--- config.mk ---
export PLATFORM = sky130hd
export DESIGN_NAME = gregorian_date_add_days
export DESIGN_NICKNAME = d
export VERILOG_FILES = /design/src/sv/gdad_pkg.sv /design/src/sv/gdad_ctrl.sv /design/src/sv/gdad_dp.sv /design/src/sv/gregorian_date_add_days.sv
export SDC_FILE = /design/constraint.sdc
export NUM_CORES = 1
export LEC_CHECK = 0
export BUFFER_PORTS_ARGS = -buffer_cell sky130_fd_sc_hd__buf_4
export CORE_ASPECT_RATIO = 1.25
export CORE_MARGIN = 10
export CORE_UTILIZATION = 65
export DETAILED_ROUTE_END_ITERATION = 10
export PLACE_DENSITY = 0.87
export RECOVER_POWER = 25
export SLEW_MARGIN = 40
export SYNTH_ARGS = -nofsm -noshare
export SYNTH_HDL_FRONTEND = slang
export SYNTH_SLANG_ARGS = --single-unit
--- constraint.sdc ---
create_clock -name clk -period 11.1 [get_ports clk]
set_input_delay 2.22 -clock clk [delete_from_list [all_inputs] [get_ports clk]]
set_output_delay 2.22 -clock clk [all_outputs]
set_load 0.005 [all_outputs]
--- src/sv/gdad_pkg.sv ---
// shared types, constants and month length table for the date adder
// no dependencies
`default_nettype none

package gdad_pkg;

  typedef struct packed {
    logic [13:0] start_year;
    logic [3:0]  start_month;
    logic [4:0]  start_day;
    logic [15:0] offset_days;
  } in_t;

  typedef struct packed {
    logic [13:0] result_year;
    logic [3:0]  result_month;
    logic [4:0]  result_day;
    logic [1:0]  status;
  } out_t;

  localparam logic [1:0] ST_OK  = 2'd0;
  localparam logic [1:0] ST_BAD = 2'd1;
  localparam logic [1:0] ST_OVF = 2'd2;

  localparam logic [13:0] MAX_YEAR  = 14'd9999;
  localparam logic [3:0]  MONTH_JAN = 4'd1;
  localparam logic [3:0]  MONTH_FEB = 4'd2;
  localparam logic [3:0]  MONTH_DEC = 4'd12;
  localparam logic [4:0]  DAY_LAST  = 5'd31;

  // floor(y / 100) = (y * 5243) >> 19 for any 14-bit y
  localparam logic [12:0] RECIP100    = 13'd5243;
  localparam int          RECIP_SHIFT = 19;
  localparam logic [6:0]  LAST_REM100 = 7'd99;

  typedef enum logic [2:0] {
    S_IDLE,
    S_DIV,
    S_REM,
    S_CHECK,
    S_CARRY,
    S_DONE
  } state_t;

  typedef struct packed {
    logic load;
    logic div;
    logic rem;
    logic check;
    logic step;
  } cmd_t;

  typedef struct packed {
    logic bad_date;
    logic fits;
    logic last_year;
  } sts_t;

  function automatic logic [4:0] month_len(input logic [3:0] m, input logic leap);
    logic [4:0] len;
    unique case (m) inside
      4'd1, 4'd3, 4'd5, 4'd7, 4'd8, 4'd10, 4'd12: len = 5'd31;
      4'd4, 4'd6, 4'd9, 4'd11:                     len = 5'd30;
      MONTH_FEB:                                   len = leap ? 5'd29 : 5'd28;
      default:                                     len = 5'd0;
    endcase
    return len;
  endfunction

endpackage

`default_nettype wire

--- src/sv/gdad_ctrl.sv ---
// controller for the date adder: sequences load, year split, check and month carries
// depends on gdad_pkg
`default_nettype none

module gdad_ctrl (
  input  wire logic           clk,
  input  wire logic           rst_n,
  input  wire logic           in_valid,
  input  wire logic           out_stall,
  input  wire gdad_pkg::sts_t sts,
  output gdad_pkg::cmd_t      cmd,
  output logic                in_stall,
  output logic                out_valid
);

  gdad_pkg::state_t state_r, state_nxt;

  always_ff @(posedge clk) begin
    if (!rst_n) begin
      state_r <= gdad_pkg::S_IDLE;
    end else begin
      state_r <= state_nxt;
    end
  end

  always_comb begin
    state_nxt = state_r;
    unique case (state_r)
      gdad_pkg::S_IDLE:  if (in_valid) state_nxt = gdad_pkg::S_DIV;
      gdad_pkg::S_DIV:   state_nxt = gdad_pkg::S_REM;
      gdad_pkg::S_REM:   state_nxt = gdad_pkg::S_CHECK;
      gdad_pkg::S_CHECK: begin
        state_nxt = sts.bad_date ? gdad_pkg::S_DONE : gdad_pkg::S_CARRY;
      end
      gdad_pkg::S_CARRY: begin
        // saturation on the last december also ends the walk
        if (sts.fits || sts.last_year) state_nxt = gdad_pkg::S_DONE;
      end
      gdad_pkg::S_DONE:  if (!out_stall) state_nxt = gdad_pkg::S_IDLE;
      default:           state_nxt = gdad_pkg::S_IDLE;
    endcase
  end

  always_comb begin
    cmd       = '0;
    in_stall  = 1'b1;
    out_valid = 1'b0;
    unique case (state_r)
      gdad_pkg::S_IDLE: begin
        in_stall = 1'b0;
        cmd.load = in_valid;
      end
      gdad_pkg::S_DIV:   cmd.div   = 1'b1;
      gdad_pkg::S_REM:   cmd.rem   = 1'b1;
      gdad_pkg::S_CHECK: cmd.check = 1'b1;
      gdad_pkg::S_CARRY: cmd.step  = !sts.fits;
      gdad_pkg::S_DONE:  out_valid = 1'b1;
      default:           cmd       = '0;
    endcase
  end

endmodule

`default_nettype wire

--- src/sv/gdad_dp.sv ---
// datapath for the date adder: date registers, leap tracking, month carry step
// depends on gdad_pkg
`default_nettype none

module gdad_dp (
  input  wire logic           clk,
  input  wire gdad_pkg::in_t  in_data,
  input  wire gdad_pkg::cmd_t cmd,
  output gdad_pkg::sts_t      sts,
  output gdad_pkg::out_t      result
);

  logic [13:0] year_r, year_nxt;
  logic [3:0]  month_r, month_nxt;
  logic [16:0] day_r, day_nxt;
  logic [15:0] off_r, off_nxt;
  logic [1:0]  status_r, status_nxt;
  logic [7:0]  q100_r, q100_nxt;
  logic [6:0]  rem100_r, rem100_nxt;
  logic [1:0]  cent_r, cent_nxt;

  logic [26:0] prod;
  logic [14:0] hund;
  logic [13:0] rem_full;
  logic        leap;
  logic [4:0]  mlen;

  assign prod     = {13'd0, year_r} * {14'd0, gdad_pkg::RECIP100};
  assign hund     = {7'd0, q100_r} * 15'd100;
  assign rem_full = year_r - hund[13:0];

  // leap: divisible by 4 and not by 100, or by 400 (century count divisible by 4)
  assign leap = ((year_r[1:0] == 2'd0) && (rem100_r != 7'd0)) ||
                ((rem100_r == 7'd0) && (cent_r == 2'd0));
  assign mlen = gdad_pkg::month_len(month_r, leap);

  assign sts.fits      = (day_r <= {12'd0, mlen});
  assign sts.bad_date  = (year_r == 14'd0) || (year_r > gdad_pkg::MAX_YEAR) ||
                         (day_r == 17'd0) || !sts.fits;
  assign sts.last_year = (month_r == gdad_pkg::MONTH_DEC) && (year_r == gdad_pkg::MAX_YEAR);

  always_comb begin
    year_nxt   = year_r;
    month_nxt  = month_r;
    day_nxt    = day_r;
    off_nxt    = off_r;
    status_nxt = status_r;
    q100_nxt   = q100_r;
    rem100_nxt = rem100_r;
    cent_nxt   = cent_r;
    if (cmd.load) begin
      year_nxt   = in_data.start_year;
      month_nxt  = in_data.start_month;
      day_nxt    = {12'd0, in_data.start_day};
      off_nxt    = in_data.offset_days;
      status_nxt = gdad_pkg::ST_OK;
    end else if (cmd.div) begin
      q100_nxt = prod[26:gdad_pkg::RECIP_SHIFT];
    end else if (cmd.rem) begin
      rem100_nxt = rem_full[6:0];
      cent_nxt   = q100_r[1:0];
    end else if (cmd.check) begin
      if (sts.bad_date) begin
        year_nxt   = '0;
        month_nxt  = '0;
        day_nxt    = '0;
        status_nxt = gdad_pkg::ST_BAD;
      end else begin
        day_nxt = day_r + {1'b0, off_r};
      end
    end else if (cmd.step) begin
      if (sts.last_year) begin
        month_nxt  = gdad_pkg::MONTH_DEC;
        day_nxt    = {12'd0, gdad_pkg::DAY_LAST};
        status_nxt = gdad_pkg::ST_OVF;
      end else begin
        day_nxt = day_r - {12'd0, mlen};
        if (month_r == gdad_pkg::MONTH_DEC) begin
          month_nxt = gdad_pkg::MONTH_JAN;
          year_nxt  = year_r + 14'd1;
          if (rem100_r == gdad_pkg::LAST_REM100) begin
            rem100_nxt = '0;
            cent_nxt   = cent_r + 2'd1;
          end else begin
            rem100_nxt = rem100_r + 7'd1;
          end
        end else begin
          month_nxt = month_r + 4'd1;
        end
      end
    end
  end

  always_ff @(posedge clk) begin
    year_r   <= year_nxt;
    month_r  <= month_nxt;
    day_r    <= day_nxt;
    off_r    <= off_nxt;
    status_r <= status_nxt;
    q100_r   <= q100_nxt;
    rem100_r <= rem100_nxt;
    cent_r   <= cent_nxt;
  end

  assign result.result_year  = year_r;
  assign result.result_month = month_r;
  assign result.result_day   = day_r[4:0];
  assign result.status       = status_r;

endmodule

`default_nettype wire

--- src/sv/gregorian_date_add_days.sv ---
// top level of the gregorian date adder: controller plus datapath
// depends on gdad_pkg, gdad_ctrl, gdad_dp
//
//   channel  | ports                          | payload
//   ---------+--------------------------------+------------------------------
//   input    | in_valid, in_stall, in_data    | gdad_pkg::in_t  (date, offset)
//   result   | out_valid, out_stall, out_data | gdad_pkg::out_t (date, status)
//
// one transaction at a time; once accepted, the year splits into century and remainder,
// the date is checked and the month carries (up to about 2155) are walked until the day
// fits; a saturating last carry ends the walk and an invalid date shows after the check
// in_stall is low only while idle, from the cycle after the result is taken
// the result holds while out_stall is high
// synchronous active-low reset returns the controller to idle
`default_nettype none

module gregorian_date_add_days (
  input  wire logic           clk,
  input  wire logic           rst_n,
  input  wire logic           in_valid,
  output logic                in_stall,
  input  wire gdad_pkg::in_t  in_data,
  output logic                out_valid,
  input  wire logic           out_stall,
  output gdad_pkg::out_t      out_data
);

  // command and status between the sequencer and the datapath
  gdad_pkg::cmd_t cmd;
  gdad_pkg::sts_t sts;

  // controller: idle, year split, validity check, month carries, hold result
  gdad_ctrl u_ctrl (
    .clk       (clk),
    .rst_n     (rst_n),
    .in_valid  (in_valid),
    .out_stall (out_stall),
    .sts       (sts),
    .cmd       (cmd),
    .in_stall  (in_stall),
    .out_valid (out_valid)
  );

  // datapath: date registers double as the output register
  gdad_dp u_dp (
    .clk     (clk),
    .in_data (in_data),
    .cmd     (cmd),
    .sts     (sts),
    .result  (out_data)
  );

endmodule

`default_nettype wire

==> qor.yml, run 1 <==
clkSlewWorstSetupHoldPaths_ns: 0.06
finish.instance_area_sq_mm: 0.009111
timing.critical_path.arrival_ns: 5.28
fin_crit_sh_pct: 46.87
tns_ns: 0
regToRegEndpoint: "u_dp.q100_r[4]"
design.portCount: 70
grt_start_max_net_pins: 56
detailed_placement_hpwl_um: 16600
synthToLayoutAreaGrowth_pct: 10.92
post_cts.repair.setup_buffers: 0
die_y_um: 145.7
dp.cells: 1086
routed_wire_length_per_instance_um: 18.54
port_buffers: 69
final-hold-violation-count: 0
launching_element_type_of_the_critical_path: "register"
unrepaired_setup_endpoints_after_global_routing: "no"
num_vias: 6542
hold_path_startpoint: "u_dp.day_r[7]"
fp.dieArea_sq_mm: 0.01756
postSynthRegisterBits: 70
critical_path_peak_fanout: 9
core_region_area_sq_mm: 0.01227
syn-mean-instance-area_sq_um: 9.409
htree_num_levels: 3
nets: 1181
synth_seq_area_share_pct: 23.52
die_w_um: 120.5
gr-total-overflow: 0
dr.first_iter.drc_count: 543
status: "complete, no violations"
met3WireLength_um: 924
placed_cell_area_sq_mm: 0.008832
synthesis.instances: 873
timing.reg2reg.setup_slack_ns: 5.90
period_needed_ns: 5.202
final_core_util_pct: 74.23
cts_hold_buf: 0
routabilityCongestion: 0.9515
r2r-start: "u_dp.year_r[6]"
synth_async_sr_flop_share_pct: 0
totalWireLength_um: 20430
per_cell_via_count_in_the_routed_design: 5.936
fmax_mhz: 192.2
path_class: "register to register"
synth_fp_nets: 1121
tritoncts_clock_tree: "yes"
dr.max_layer_used: "met4"
yosys_warnings: 0
wl_met2_um: 11050
min_path_type: "register to register"
worst_reg_to_reg_cells: 17
max_slew.worst_pin.slew_ns: 0.7352
post_route_cells_drive_above_1_share_pct: 10.34
rows: 45
maxSlewHeadroom_pct: 50.80
synth_edf_count: 53
clock_tree.buffer_depth: 2
final-max-slew-violation-count: 0
cts_buf_count: 9
synthesis.area_sq_mm: 0.008214
finalSetupViolCount: 0
initial_core_util_pct: 66.92
synthFlopType: "sky130_fd_sc_hd__edfxtp_1"
groute.usage.overall_pct: 23.10
finished_layout_cells: 1102
timing.critical_path.required_ns: 11.18
antenna_violations_before_repair: 0
post_cts_resize_count: 0
drv_cap: 0
grt_pass1_vias: 6969
worst_setup_path_end_kind: "register"
routedLengthMet1_um: 7649
antenna_cells: 0
hold_depth: 2
synthDistinctLibCells: 64
grt_first_pass_wirelength_um: 33080
post_detailed_route_drc_marker_count: 0
fin_skew_ns: 0.007887
detail_route.first_pass.iterations: 5
clk_latency_ns: 0.34
worstHoldEndpoint: "u_dp.day_r[7]"
clockRootBuffer: "sky130_fd_sc_hd__clkbuf_16"
tritoncts_num_sinks: 70
final_antenna_net_count: 0
cell usage in the layout, fill, tap and decap left out, types with 3 or more instances in the layout:
| cell type | synthesis | layout |
|---|---|---|
| sky130_fd_sc_hd__a211oi_1 | 10 | 10 |
| sky130_fd_sc_hd__a21o_1 | 12 | 12 |
| sky130_fd_sc_hd__a21oi_1 | 45 | 45 |
| sky130_fd_sc_hd__a31oi_1 | 10 | 10 |
| sky130_fd_sc_hd__and2_1 | 7 | 7 |
| sky130_fd_sc_hd__and3_1 | 8 | 8 |
| sky130_fd_sc_hd__buf_4 | 7 | 47 |
| sky130_fd_sc_hd__clkbuf_1 | 9 | 3 |
| sky130_fd_sc_hd__clkbuf_16 | 0 | 9 |
| sky130_fd_sc_hd__clkbuf_4 | 0 | 20 |
| sky130_fd_sc_hd__dfxtp_1 | 17 | 17 |
| sky130_fd_sc_hd__edfxtp_1 | 53 | 53 |
| sky130_fd_sc_hd__fa_1 | 65 | 65 |
| sky130_fd_sc_hd__ha_1 | 140 | 140 |
| sky130_fd_sc_hd__inv_1 | 171 | 170 |
| sky130_fd_sc_hd__mux2i_1 | 3 | 3 |
| sky130_fd_sc_hd__nand2_1 | 60 | 60 |
| sky130_fd_sc_hd__nand2b_1 | 5 | 5 |
| sky130_fd_sc_hd__nand3_1 | 20 | 20 |
| sky130_fd_sc_hd__nand4_1 | 7 | 7 |
| sky130_fd_sc_hd__nor2_1 | 28 | 28 |
| sky130_fd_sc_hd__nor2b_1 | 3 | 3 |
| sky130_fd_sc_hd__nor3_1 | 17 | 17 |
| sky130_fd_sc_hd__nor4_1 | 9 | 9 |
| sky130_fd_sc_hd__o211ai_1 | 10 | 10 |
| sky130_fd_sc_hd__o21a_1 | 4 | 4 |
| sky130_fd_sc_hd__o21ai_0 | 43 | 43 |
| sky130_fd_sc_hd__o21bai_1 | 3 | 3 |
| sky130_fd_sc_hd__o22ai_1 | 6 | 6 |
| sky130_fd_sc_hd__o31ai_1 | 6 | 6 |
| sky130_fd_sc_hd__xnor2_1 | 35 | 35 |
| sky130_fd_sc_hd__xor2_1 | 13 | 13 |
per-layer routing:
| layer | up-vias | track usage, % |
|---|---|---|
| li1 | 3090 | - |
| met1 | 3156 | 24.48 |
| met2 | 230 | 43.01 |
| met3 | 66 | 3.721 |
| met4 | 0 | 10.46 |
| met5 | - | 0 |
synth_stat cells, types with 4 or more instances:
master	n	area [sq um]
sky130_fd_sc_hd__nand4_1	7	43.79
sky130_fd_sc_hd__and2_1	7	43.79
sky130_fd_sc_hd__xor2_1	13	113.9
sky130_fd_sc_hd__ha_1	140	1752
sky130_fd_sc_hd__a21oi_1	45	225.2
sky130_fd_sc_hd__nand3_1	20	100.1
sky130_fd_sc_hd__a211oi_1	10	75.07
sky130_fd_sc_hd__buf_4	7	52.55
sky130_fd_sc_hd__fa_1	65	1301
sky130_fd_sc_hd__o21ai_0	43	215.2
sky130_fd_sc_hd__nand2b_1	5	31.28
sky130_fd_sc_hd__a21o_1	12	90.09
sky130_fd_sc_hd__dfxtp_1	17	340.3
sky130_fd_sc_hd__nor4_1	9	56.30
sky130_fd_sc_hd__edfxtp_1	53	1592
sky130_fd_sc_hd__o21a_1	4	30.03
sky130_fd_sc_hd__a31oi_1	10	62.56
sky130_fd_sc_hd__inv_1	171	641.9
sky130_fd_sc_hd__nand2_1	60	225.2
sky130_fd_sc_hd__and3_1	8	50.05
sky130_fd_sc_hd__o31ai_1	6	45.04
sky130_fd_sc_hd__o211ai_1	10	75.07
sky130_fd_sc_hd__clkbuf_1	9	33.78
sky130_fd_sc_hd__nor2_1	28	105.1
sky130_fd_sc_hd__o22ai_1	6	37.54
sky130_fd_sc_hd__xnor2_1	35	306.5
sky130_fd_sc_hd__nor3_1	17	85.08
how the worst max path moves through the flow:
stage | from | to | slack [ns] | cells past startpoint
final | u_dp.year_r[6] | u_dp.q100_r[4] | 5.90 | 17
after global routing | u_dp.year_r[6] | u_dp.q100_r[4] | 5.68 | 17
after detailed placement | u_dp.year_r[11] | u_dp.q100_r[4] | 6.00 | 15
after CTS | u_dp.year_r[11] | u_dp.q100_r[4] | 5.93 | 15
after floorplan | u_dp.year_r[4] | u_dp.q100_r[4] | 6.45 | 17
after global placement | u_dp.year_r[9] | u_dp.q100_r[4] | 6.10 | 15
through the flow:
step | worst slack (ns) | hold WS (ns)
after detailed placement | 6.002 | 0.4923
after global placement | 6.102 | 0.4888
final | 5.898 | 0.5053
after global routing | 5.680 | 0.5239
after floorplan | 6.450 | 0.4654
after CTS | 5.934 | 0.5009
layout make-up:
cell class                 instances  area [sq um]
clock buffer                       9         225.2
clock inverter                     7         65.06
fill                             890          3163
inverter                         171         644.4
multi-input combinational        611          5525
sequential                        70          1932
tap                              164         205.2
timing repair buffer              70         514.2
sequential cells by signal (all words and copies together) (netlist names):
| register | cells |
|---|---|
| u_ctrl.state_r | 3 |
| u_dp.cent_r | 2 |
| u_dp.day_r | 17 |
| u_dp.month_r | 4 |
| u_dp.off_r | 16 |
| u_dp.q100_r | 5 |
| u_dp.rem100_r | 7 |
| u_dp.status_r | 2 |
| u_dp.year_r | 14 |
cells by family (layout without fill, tap and decap cells):
family                   count (synthesis)  in the layout  share of synthesized area (%)
multiplexers                             3              3                         0.3656
AO/OA/AOI/OAI                          175            175                          13.56
adder cells (fa/ha/maj)                205            205                          37.17
AND/OR/NAND/NOR                        180            180                          11.06
buffers and inverters                  192            257                          9.216
XOR/XNOR                                48             48                          5.118
flip-flops                              70             70                          23.52
critical path, stage by stage (launching register included):
cell and delay (ns):
sky130_fd_sc_hd__edfxtp_1 0.58, sky130_fd_sc_hd__inv_1 0.24, sky130_fd_sc_hd__fa_1 0.52, sky130_fd_sc_hd__inv_1 0.04, sky130_fd_sc_hd__ha_1 0.21, sky130_fd_sc_hd__fa_1 0.53, sky130_fd_sc_hd__inv_1 0.05, sky130_fd_sc_hd__fa_1 0.47
sky130_fd_sc_hd__fa_1 0.55, sky130_fd_sc_hd__inv_1 0.04, sky130_fd_sc_hd__ha_1 0.28, sky130_fd_sc_hd__nand3_1 0.10, sky130_fd_sc_hd__o211ai_1 0.18, sky130_fd_sc_hd__a211oi_1 0.07, sky130_fd_sc_hd__nor3_1 0.55, sky130_fd_sc_hd__a211o_1 0.28
sky130_fd_sc_hd__a21oi_1 0.10, sky130_fd_sc_hd__xnor2_1 0.13
Power of run 1 is left out: the tool's default activity adds up to more than one toggle a clock period on the data nets, which glitch-free logic cannot reach.
==> run 2: changes to the inputs <==
Settings changed: CORE_UTILIZATION 65 to 62, PLACE_DENSITY 0.87 to 0.83.
Clock period 11.1 ns to 4.8 ns, I/O delays scaled along.
==> run 2 against run 1 <==
The flow now finishes with violations (setup timing). Maximum frequency rose by 4.8%. First-iteration DRC count decreased by 5.3%. Critical endpoint unchanged. Worst hold slack worse by 0.0071 ns. Routed wire length rose by 15%. Clock skew barely moved. Via count rose by 5.4%. Clock-buffer cell count is the same. Critical path depth did not move. Cell count grew 5.4%. Sequential share of layout area down 1.4 points. Highest routed layer unchanged.
==> qor.yml, run 2 (same netlist as run 1, synthesis figures left out) <==
status: "finished with violations"
failed_checks: "setup timing"
final_antenna_net_count: 0  # unchanged
dr.first_iter.drc_count: 514  # -5.3%
r2r-start: "u_dp.year_r[10]"
die_y_um: 148.7  # +2.1%
grt_start_max_net_pins: 55  # -1.8%
post_route_cells_drive_above_1_share_pct: 19.44  # +9.1 points
launching_element_type_of_the_critical_path: "register"
clock_tree.buffer_depth: 2  # unchanged
initial_core_util_pct: 64.00  # -2.9 points
routabilityCongestion: 0.9726  # +2.2%
totalWireLength_um: 23580  # +15%
largest_register_ff_count: 17  # unchanged
port_buffers: 69  # unchanged
tritoncts_clock_tree: "yes"
grt_first_pass_wirelength_um: 34710  # +4.9%
rows: 46  # +2.2%
timing.critical_path.required_ns: 4.89  # -6.29 ns
path_class: "register to register"
final-max-slew-violation-count: 0  # unchanged
detailed_placement_hpwl_um: 17110  # +3.1%
routed_wire_length_per_instance_um: 20.31  # +9.6%
core_region_area_sq_mm: 0.01283  # +4.6%
detail_route.first_pass.iterations: 5  # unchanged
nets: 1236  # +4.7%
period_needed_ns: 4.963  # -0.2396 ns
layout.cells.most_common: "sky130_fd_sc_hd__inv_1"
drv_cap: 0  # unchanged
hold_depth: 2  # unchanged
finalSetupViolCount: 4  # +4
unrepaired_setup_endpoints_after_global_routing: "yes"
fp.dieArea_sq_mm: 0.01828  # +4.1%
fmax_mhz: 201.5  # +4.8%
largest_registers: "u_dp.day_r (17), u_dp.off_r (16), u_dp.year_r (14)"
timing.reg2reg.setup_slack_ns: -0.16  # -6.06 ns
cts_buf_count: 9  # unchanged
regToRegEndpoint: "u_dp.q100_r[4]"
maxSlewHeadroom_pct: 40.29  # -11 points
per_cell_via_count_in_the_routed_design: 5.936  # about the same
clkSlewWorstSetupHoldPaths_ns: 0.06  # about the same
tritoncts_num_sinks: 70  # unchanged
synthToLayoutAreaGrowth_pct: 18.98
gr-total-overflow: 0  # unchanged
critical_path_peak_fanout: 4  # -5
die_w_um: 123.0  # +2.0%
fin_skew_ns: 0.008172  # +0.0002858 ns
worstHoldEndpoint: "u_dp.status_r[0]"
timing.critical_path.arrival_ns: 5.05  # -0.23 ns
final.hold.worst_slack_ns: 0.4982  # -0.007061 ns
largest_register: "u_dp.day_r"
clk_latency_ns: 0.35  # about the same
hold_path_startpoint: "u_dp.status_r[0]"
final-hold-violation-count: 0  # unchanged
fin_crit_sh_pct: 103.4  # +57 points
min_path_type: "register to register"
most-common-layout-cells: "155 x sky130_fd_sc_hd__inv_1, 129 x sky130_fd_sc_hd__ha_1, 95 x sky130_fd_sc_hd__buf_4, 61 x sky130_fd_sc_hd__fa_1, 60 x sky130_fd_sc_hd__nand2_1"
htree_num_levels: 3  # unchanged
grt_pass1_vias: 7216  # +3.5%
worst_reg_to_reg_cells: 17  # unchanged
antenna_cells: 0  # unchanged
layout_setup_ws_ns: -0.1629  # -6.060 ns
worst_setup_path_end_kind: "register"
post_detailed_route_drc_marker_count: 0  # unchanged
design.portCount: 70  # unchanged
num_vias: 6892  # +5.4%
groute.usage.overall_pct: 23.96  # +0.86 points
antenna_violations_before_repair: 0  # unchanged
max_slew.worst_pin.slew_ns: 0.8951  # +0.1599 ns
clockRootBuffer: "sky130_fd_sc_hd__clkbuf_16"
[run 2: cell count changes in the layout (fill, tap and decap cells not counted), sizes merged]
cell,delta
clkinv,-3
buf,+55
inv,+1
clkinvlp,+2
[run 2: critical path: stages, from the launching register on]
cell and delay (ns):
sky130_fd_sc_hd__edfxtp_1 0.48, sky130_fd_sc_hd__buf_6 0.18, sky130_fd_sc_hd__buf_12 0.12, sky130_fd_sc_hd__fa_1 0.55, sky130_fd_sc_hd__ha_4 0.21, sky130_fd_sc_hd__fa_1 0.49
sky130_fd_sc_hd__fa_1 0.57, sky130_fd_sc_hd__inv_2 0.05, sky130_fd_sc_hd__fa_1 0.52, sky130_fd_sc_hd__inv_2 0.05, sky130_fd_sc_hd__ha_4 0.16, sky130_fd_sc_hd__nor4_4 0.28
sky130_fd_sc_hd__o211ai_1 0.15, sky130_fd_sc_hd__a211oi_2 0.24, sky130_fd_sc_hd__nor3_4 0.09, sky130_fd_sc_hd__a211o_1 0.31, sky130_fd_sc_hd__a21oi_2 0.17, sky130_fd_sc_hd__xnor2_1 0.08
[run 2: metrics by stage]
step                      setup slack (ns)  instances  utilization [%]  area (sq um)  setup TNS [ns]
after floorplan                     0.1504        873                -          8214               0
after global placement            -0.03123       1127            71.00          9112        -0.03123
after detailed placement           -0.2181       1127            71.00          9112         -0.4876
after CTS                        0.0002895       1153            74.72          9590               0
after global routing               -0.2565       1161            76.15          9773         -0.6857
final                              -0.1629       1161            76.15          9773         -0.3664
[run 2: routing by layer]
| metal | share of wire (%) | vias to the layer above | global-route usage, % |
|---|---|---|---|
| li1 | - | 3198 | - |
| met1 | 36 | 3319 | 25.25 |
| met2 | 53 | 282 | 43.99 |
| met3 | 5.8 | 93 | 4.697 |
| met4 | 5.2 | 0 | 11.45 |
| met5 | 0 | - | 0 |
[run 2: final cells by class]
class	instances	area, sq um
Sequential cell	70	1932
Clock inverter	7	72.57
Tap cell	168	210.2
Clock buffer	9	225.2
Timing Repair Buffer	125	958.4
Multi-Input combinational cell	611	5733
Fill cell	865	3062
Inverter	171	641.9
[run 2: repair_timing]
item	CTS	global route
gates resized for setup	18	37
endpoints found under the setup margin	4	4
pin swaps	24	40
hold buffers	0	0
buffers inserted	11	10
[run 2: worst max-delay path by stage]
stage | start | end | cells after the start
floorplan | u_dp.year_r[4] | u_dp.q100_r[4] | 17
global placement | u_dp.year_r[11] | u_dp.q100_r[4] | 16
detailed placement | u_dp.year_r[10] | u_dp.q100_r[4] | 18
CTS | u_dp.year_r[8] | u_dp.q100_r[4] | 18
global route | u_dp.year_r[10] | u_dp.q100_r[4] | 17
finish | u_dp.year_r[10] | u_dp.q100_r[4] | 17
Power of run 2 is left out for the same reason.
